File: config.mk
export PLATFORM = sky130hd
export DESIGN_NAME = fau_ctrl
export DESIGN_NICKNAME = d
export VERILOG_FILES = /design/src/fau_pkg.sv /design/src/fau_ctrl.sv
export SDC_FILE = /design/constraint.sdc
export NUM_CORES = 1
export LEC_CHECK = 0
export BUFFER_PORTS_ARGS = -buffer_cell sky130_fd_sc_hd__buf_2
export CAP_MARGIN = 20
export CORE_UTILIZATION = 59
export CTS_CLUSTER_DIAMETER = 50
export DETAILED_ROUTE_END_ITERATION = 16
export PLACE_DENSITY = 0.85
export SETUP_SLACK_MARGIN = 0.15
export SLEW_MARGIN = 20
export SYNTH_ARGS = -nofsm -noshare
export SYNTH_HDL_FRONTEND = slang
export SYNTH_SLANG_ARGS = --single-unit
File: constraint.sdc
create_clock -name i_clk -period 5.3 [get_ports i_clk]
set_input_delay 1.06 -clock i_clk [delete_from_list [all_inputs] [get_ports i_clk]]
set_output_delay 1.06 -clock i_clk [all_outputs]
set_load 0.005 [all_outputs]
File: src/fau_pkg.sv
// Shared definitions for the formation agent update block:
// operation codes, register indexes, reset values and controller/datapath structs.
// No dependencies.
package fau_pkg;

    // fixed point fraction bits of positions and velocities
    localparam int FRAC_BITS = 8;

    // configuration register indexes
    localparam logic [1:0] CFG_TIME_STEP   = 2'd0;
    localparam logic [1:0] CFG_K_FORMATION = 2'd1;
    localparam logic [1:0] CFG_K_VELOCITY  = 2'd2;
    localparam logic [1:0] CFG_SPEED_CAP   = 2'd3;

    // configuration reset values
    localparam logic [15:0] RST_TIME_STEP   = 16'd1092;
    localparam logic [23:0] RST_K_FORMATION = 24'd1678;
    localparam logic [15:0] RST_K_VELOCITY  = 16'd19661;
    localparam logic [18:0] RST_SPEED_CAP   = 19'd25600;

    // shared multiplier geometry
    localparam int MUL_A_W = 64;
    localparam int MUL_B_W = 32;
    localparam int MUL_P_W = MUL_A_W + MUL_B_W;

    // multiply operations, in sequence order
    localparam logic [4:0] OP_DXX = 5'd0;   // dx^2
    localparam logic [4:0] OP_DYY = 5'd1;   // dy^2
    localparam logic [4:0] OP_DDD = 5'd2;   // D^2, forms delta
    localparam logic [4:0] OP_TX  = 5'd3;   // delta*dx into form sum x
    localparam logic [4:0] OP_TY  = 5'd4;   // delta*dy into form sum y
    localparam logic [4:0] OP_GFX = 5'd5;   // k_formation gain x
    localparam logic [4:0] OP_GVX = 5'd6;   // k_velocity gain x
    localparam logic [4:0] OP_GFY = 5'd7;
    localparam logic [4:0] OP_GVY = 5'd8;
    localparam logic [4:0] OP_PX  = 5'd9;   // ts*vx into position x
    localparam logic [4:0] OP_PY  = 5'd10;
    localparam logic [4:0] OP_VX  = 5'd11;  // ts*ax into velocity x
    localparam logic [4:0] OP_VY  = 5'd12;
    localparam logic [4:0] OP_SQX = 5'd13;  // vx^2
    localparam logic [4:0] OP_SQY = 5'd14;  // vy^2
    localparam logic [4:0] OP_MSQ = 5'd15;  // speed cap squared, speed test
    localparam logic [4:0] OP_NX  = 5'd16;  // |vx| times speed cap, divider load
    localparam logic [4:0] OP_NY  = 5'd17;

    // controller to datapath commands
    typedef struct packed {
        logic       load_item;
        logic       mul_start;
        logic [4:0] op;
        logic       store;
        logic       sqrt_step;
        logic       div_step;
        logic       div_save;
        logic       div_ysel;
        logic       out_load;
    } t_cmd;

    // datapath to controller status
    typedef struct packed {
        logic mul_done;
        logic last;
        logic lim;
    } t_sts;

endpackage

File: src/fau_ctrl.sv
// Sequencer for the formation agent update: steps the datapath through
// multiplies, square root and division. Depends on fau_pkg.
module fau_ctrl (
    input  logic          i_clk,
    input  logic          i_rst_n,
    input  logic          i_in_valid,
    output logic          o_in_stall,
    output logic          o_out_valid,
    input  logic          i_out_stall,
    input  fau_pkg::t_sts i_sts,
    output fau_pkg::t_cmd o_cmd
);

    localparam logic [2:0] S_IDLE   = 3'd0;
    localparam logic [2:0] S_MSTART = 3'd1;
    localparam logic [2:0] S_MWAIT  = 3'd2;
    localparam logic [2:0] S_SQRT   = 3'd3;
    localparam logic [2:0] S_DIV    = 3'd4;
    localparam logic [2:0] S_OUT    = 3'd5;

    localparam logic [5:0] SQRT_LAST = 6'd31;
    localparam logic [5:0] DIV_STEPS = 6'd20;

    logic [2:0] r_state, n_state;
    logic [4:0] r_op,    n_op;
    logic [5:0] r_cnt,   n_cnt;
    logic       r_ysel,  n_ysel;
    logic       r_ovalid, n_ovalid;

    // next state and commands
    always_comb begin
        n_state = r_state;
        n_op    = r_op;
        n_cnt   = r_cnt;
        n_ysel  = r_ysel;
        o_cmd   = '0;
        o_cmd.op       = r_op;
        o_cmd.div_ysel = r_ysel;
        unique case (r_state)
            S_IDLE: begin
                if (i_in_valid) begin
                    o_cmd.load_item = 1'b1;
                    n_op    = fau_pkg::OP_DXX;
                    n_state = S_MSTART;
                end
            end
            S_MSTART: begin
                o_cmd.mul_start = 1'b1;
                n_state = S_MWAIT;
            end
            S_MWAIT: begin
                if (i_sts.mul_done) begin
                    o_cmd.store = 1'b1;
                    case (r_op)
                        fau_pkg::OP_TY: begin
                            if (i_sts.last) begin
                                n_op    = fau_pkg::OP_GFX;
                                n_state = S_MSTART;
                            end else begin
                                n_state = S_IDLE;
                            end
                        end
                        fau_pkg::OP_MSQ: begin
                            n_cnt   = '0;
                            n_state = i_sts.lim ? S_SQRT : S_OUT;
                        end
                        fau_pkg::OP_NX: begin
                            n_cnt   = '0;
                            n_ysel  = 1'b0;
                            n_state = S_DIV;
                        end
                        fau_pkg::OP_NY: begin
                            n_cnt   = '0;
                            n_ysel  = 1'b1;
                            n_state = S_DIV;
                        end
                        default: begin
                            n_op    = r_op + 5'd1;
                            n_state = S_MSTART;
                        end
                    endcase
                end
            end
            S_SQRT: begin
                o_cmd.sqrt_step = 1'b1;
                n_cnt = r_cnt + 6'd1;
                if (r_cnt == SQRT_LAST) begin
                    n_op    = fau_pkg::OP_NX;
                    n_state = S_MSTART;
                end
            end
            S_DIV: begin
                if (r_cnt != DIV_STEPS) begin
                    o_cmd.div_step = 1'b1;
                    n_cnt = r_cnt + 6'd1;
                end else begin
                    o_cmd.div_save = 1'b1;
                    if (!r_ysel) begin
                        n_op    = fau_pkg::OP_NY;
                        n_state = S_MSTART;
                    end else begin
                        n_state = S_OUT;
                    end
                end
            end
            S_OUT: begin
                if (!r_ovalid || !i_out_stall) begin
                    o_cmd.out_load = 1'b1;
                    n_state = S_IDLE;
                end
            end
            default: n_state = S_IDLE;
        endcase
        n_ovalid = o_cmd.out_load | (r_ovalid & i_out_stall);
    end

    always_ff @(posedge i_clk) begin
        if (!i_rst_n) begin
            r_state  <= S_IDLE;
            r_op     <= fau_pkg::OP_DXX;
            r_cnt    <= '0;
            r_ysel   <= 1'b0;
            r_ovalid <= 1'b0;
        end else begin
            r_state  <= n_state;
            r_op     <= n_op;
            r_cnt    <= n_cnt;
            r_ysel   <= n_ysel;
            r_ovalid <= n_ovalid;
        end
    end

    assign o_in_stall  = (r_state != S_IDLE);
    assign o_out_valid = r_ovalid;

`ifndef SYNTH
    // multiplier completion only lands while waiting for it
    a_done_in_wait: assert property (@(posedge i_clk) disable iff (!i_rst_n)
        i_sts.mul_done |-> (r_state == S_MWAIT))
        else $error("multiplier done outside wait state");

    // an accepted item always starts with the dx^2 multiply
    a_accept_start: assert property (@(posedge i_clk) disable iff (!i_rst_n)
        (i_in_valid && !o_in_stall) |=> (r_state == S_MSTART && r_op == fau_pkg::OP_DXX))
        else $error("accepted item did not start sequence");

    // square root entered only after the speed test
    a_sqrt_entry: assert property (@(posedge i_clk) disable iff (!i_rst_n)
        (r_state == S_SQRT) |-> ($past(r_state) == S_SQRT ||
            ($past(r_state) == S_MWAIT && $past(r_op) == fau_pkg::OP_MSQ)))
        else $error("square root entered out of sequence");
`endif

endmodule

==> flow_summary.ini <==
[clocking]
clk_latency_ps = 300
cts_hold_buf = 0
cts_tree = done
cts_resized = 0
clk_pin_slew_ps = 100
cts_made_buffers = 3
htreeDepth = 1
cts.sinks = 16
cts_setup_buffers = 0
clockBufferDepth = 2
root_buffer = clkbuf_4

[die]
die_y_um = 47.3
floorplan.initialDensity = 0.622
dieArea_mm2 = 0.00223
die_w_um = 47.3
design.core.area_mm2 = 0.00194
rows = 16
ioPinCount = 22

[route]
vias = 1138
drt-initial-drc-count = 25
viasPerCell = 6.12
wl_per_cell_um = 13.7
drc_errors = 0
final_antenna_net_count = 0
drt-pass1-iter-count = 4
wl_um = 2550

[placed_design]
dp_cells = 182
port_buffers = 21
routabilityCongestion = 0.882
hpwl_um = 1940

[yosys]
synth-edff-count = 0
synth.most_common_cell = dfxtp_1
async_flop_share = 0
yosysSeqAreaShare = 0.265
syn_area_per_cell_um2 = 8.57
yosys.area.top_type_share = 0.265
synthFlopType = dfxtp_1
synth_common_cells = 16 x dfxtp_1, 13 x nand2_1, 8 x a21oi_1, 8 x inv_1, 8 x o21ai_0
syn_area_mm2 = 0.00121
synth_fp_nets = 155
ys_types = 52
synth.largest_area_cell = dfxtp_1
synthCells = 141
ys_ff_latch = 16
yosys-top-cells-area = dfxtp_1 27%, ha_1 7.2%, nand2_1 4.0%
synth_warnings = 0

[sta]
min_period_ps = 2900
relSlewSlack = 0.609
setup_viol = 0
max_slew.worst_pin.slew_ps = 581
fmax_mhz = 345
finalHoldViolCount = 0
hold_ws_ps = 502
period_share = 0.546
clock_skew_ps = 10.5
final_max_slew_viol_count = 0
final.setup.tns_ps = 0
rsz0062_at_grt = no

[setup_path]
critPathMaxStageDelay_ps = 600
worstSetupEndpointType = primary output
r2r_slack_ps = 3250
path_delay_family = simple AND/OR/NAND/NOR gates
crit_chain = nor3b_2, and2_1, buf_2
timing.rr.end = r_cnt[1]
cp_slowest_cell = dfxtp_1
crit_buf_inv = 1
path_max_fanout = 15
rr_worst_depth = 7
critPathKind = reg2out
cp.required_ps = 4240
reg2reg_from = r_op[0]
worstSetupStartpointType = register
cp.arrival_ps = 1840

[global_route]
met1_usage = 0.287
grt_pass1_vias = 944
grt.busiest_layer = met2
antenna_found_initial = 0
grt_pass1_wl_um = 3820
overflow = 0
met2_usage = 0.433
track_usage = 0.248
grt_max_degree = 16
globalRouteMet3Util = 0.0423

[layout]
n_antenna_cell = 0
area_delta_synth_final_pct = 11.7
postLayoutCoreUtil = 0.695
drive_gt1_frac = 0.226
register_area_um2 = 320
multiInputGateArea_um2 = 821
layout.nets = 174
n_fill_cell = 166
instances_no_fill = 186

[pwr]
vdd_drop_max_mv = 0.230
p_leak_uw = 0.000550
power_density_mw_per_mm2 = 335

[worst_hold_path]
min_path_cells = 2
worstHoldStart = r_ysel
min_to = r_ysel
hold_path_class = reg2reg

[run_status]
outcome = finished, final reports clean

[job]
drv_cap = 0
-- metrics by stage --
step	setup slack (ps)	power [uW]	cell area [um2]
floorplan	3020	322	1210
global placement	2730	362	1310
detailed placement	2710	368	1310
CTS	2440	451	1350
global route	2290	485	1350
finish	2400	452	1350
-- worst min-delay path, cell delays in order, from the launching register on --
cell     delay, ps
dfxtp_1        350
nand2_1         60
a21oi_1         50
-- where the power goes --
part / switching, uW / leakage [uW] / total [uW] / internal (uW)
Clock: 42.0 / 0.0000210 / 83.9 / 41.9
Combinational: 106 / 0.000399 / 200 / 94.1
Sequential: 33.1 / 0.000130 / 168 / 135
Total: 181 / 0.000550 / 452 / 271
-- cells in the final DEF, fill, tap and decap left out, drive strengths merged, types with 2 or more instances in the layout --
master / synthesis / layout
dfxtp: 16 / 16
and4bb: 2 / 2
nand2b: 2 / 2
buf: 4 / 21
nor4: 3 / 3
nor3: 2 / 2
nand3: 4 / 4
nor2: 7 / 7
a211oi: 2 / 2
clkbuf: 3 / 4
nor2b: 4 / 4
nand2: 13 / 13
inv: 9 / 9
nor3b: 4 / 4
and2: 2 / 2
a311oi: 2 / 2
ha: 7 / 7
a21oi: 9 / 9
nand3b: 2 / 2
nand4: 2 / 2
and3: 2 / 2
o31a: 2 / 2
or3: 5 / 5
o21ai: 9 / 9
mux2i: 3 / 3
a21boi: 4 / 4
nand4b: 2 / 2
-- area by class of cell --
cell class / instances / share of cell area
Tap cell: 27 / 0.0250
Inverter: 9 / 0.0250
Sequential cell: 16 / 0.237
Clock buffer: 4 / 0.0269
Timing Repair Buffer: 21 / 0.0779
Multi-Input combinational cell: 109 / 0.608
-- per-layer routing --
metal  vias up  routed length [um]
met5         -                   0
li1        558                   -
met1       528                1090
met4         0                  21
met2        49                1270
met3         3                 161
-- cell families (layout without fill, tap and decap cells) --
family | after synthesis | in the layout | synth area share
flops | 16 | 16 | 0.265
fa+ha+maj | 7 | 7 | 0.0725
mux | 3 | 3 | 0.0248
compound gates | 38 | 38 | 0.257
simple gates | 59 | 59 | 0.311
buf+inv | 16 | 34 | 0.0559
xor+xnor | 2 | 2 | 0.0145
-- registers in the layout (all words and copies together), names as in the netlist --
name / flops
r_op: 5
o_out_valid: 1
r_cnt: 6
r_state: 3
r_ysel: 1
-- how the worst max path moves through the flow --
stage               startpoint  endpoint  slack [ps]  cells past startpoint
floorplan             i_sts[2]  o_cmd[5]        3020                      1
finish              r_state[1]  o_cmd[5]        2400                      3
detailed placement    i_sts[2]  o_cmd[5]        2710                      3
CTS                 r_state[1]  o_cmd[5]        2440                      3
global route        r_state[1]  o_cmd[5]        2290                      3
global placement      i_sts[2]  o_cmd[5]        2730                      3
Power figures use the tool's default switching activity.
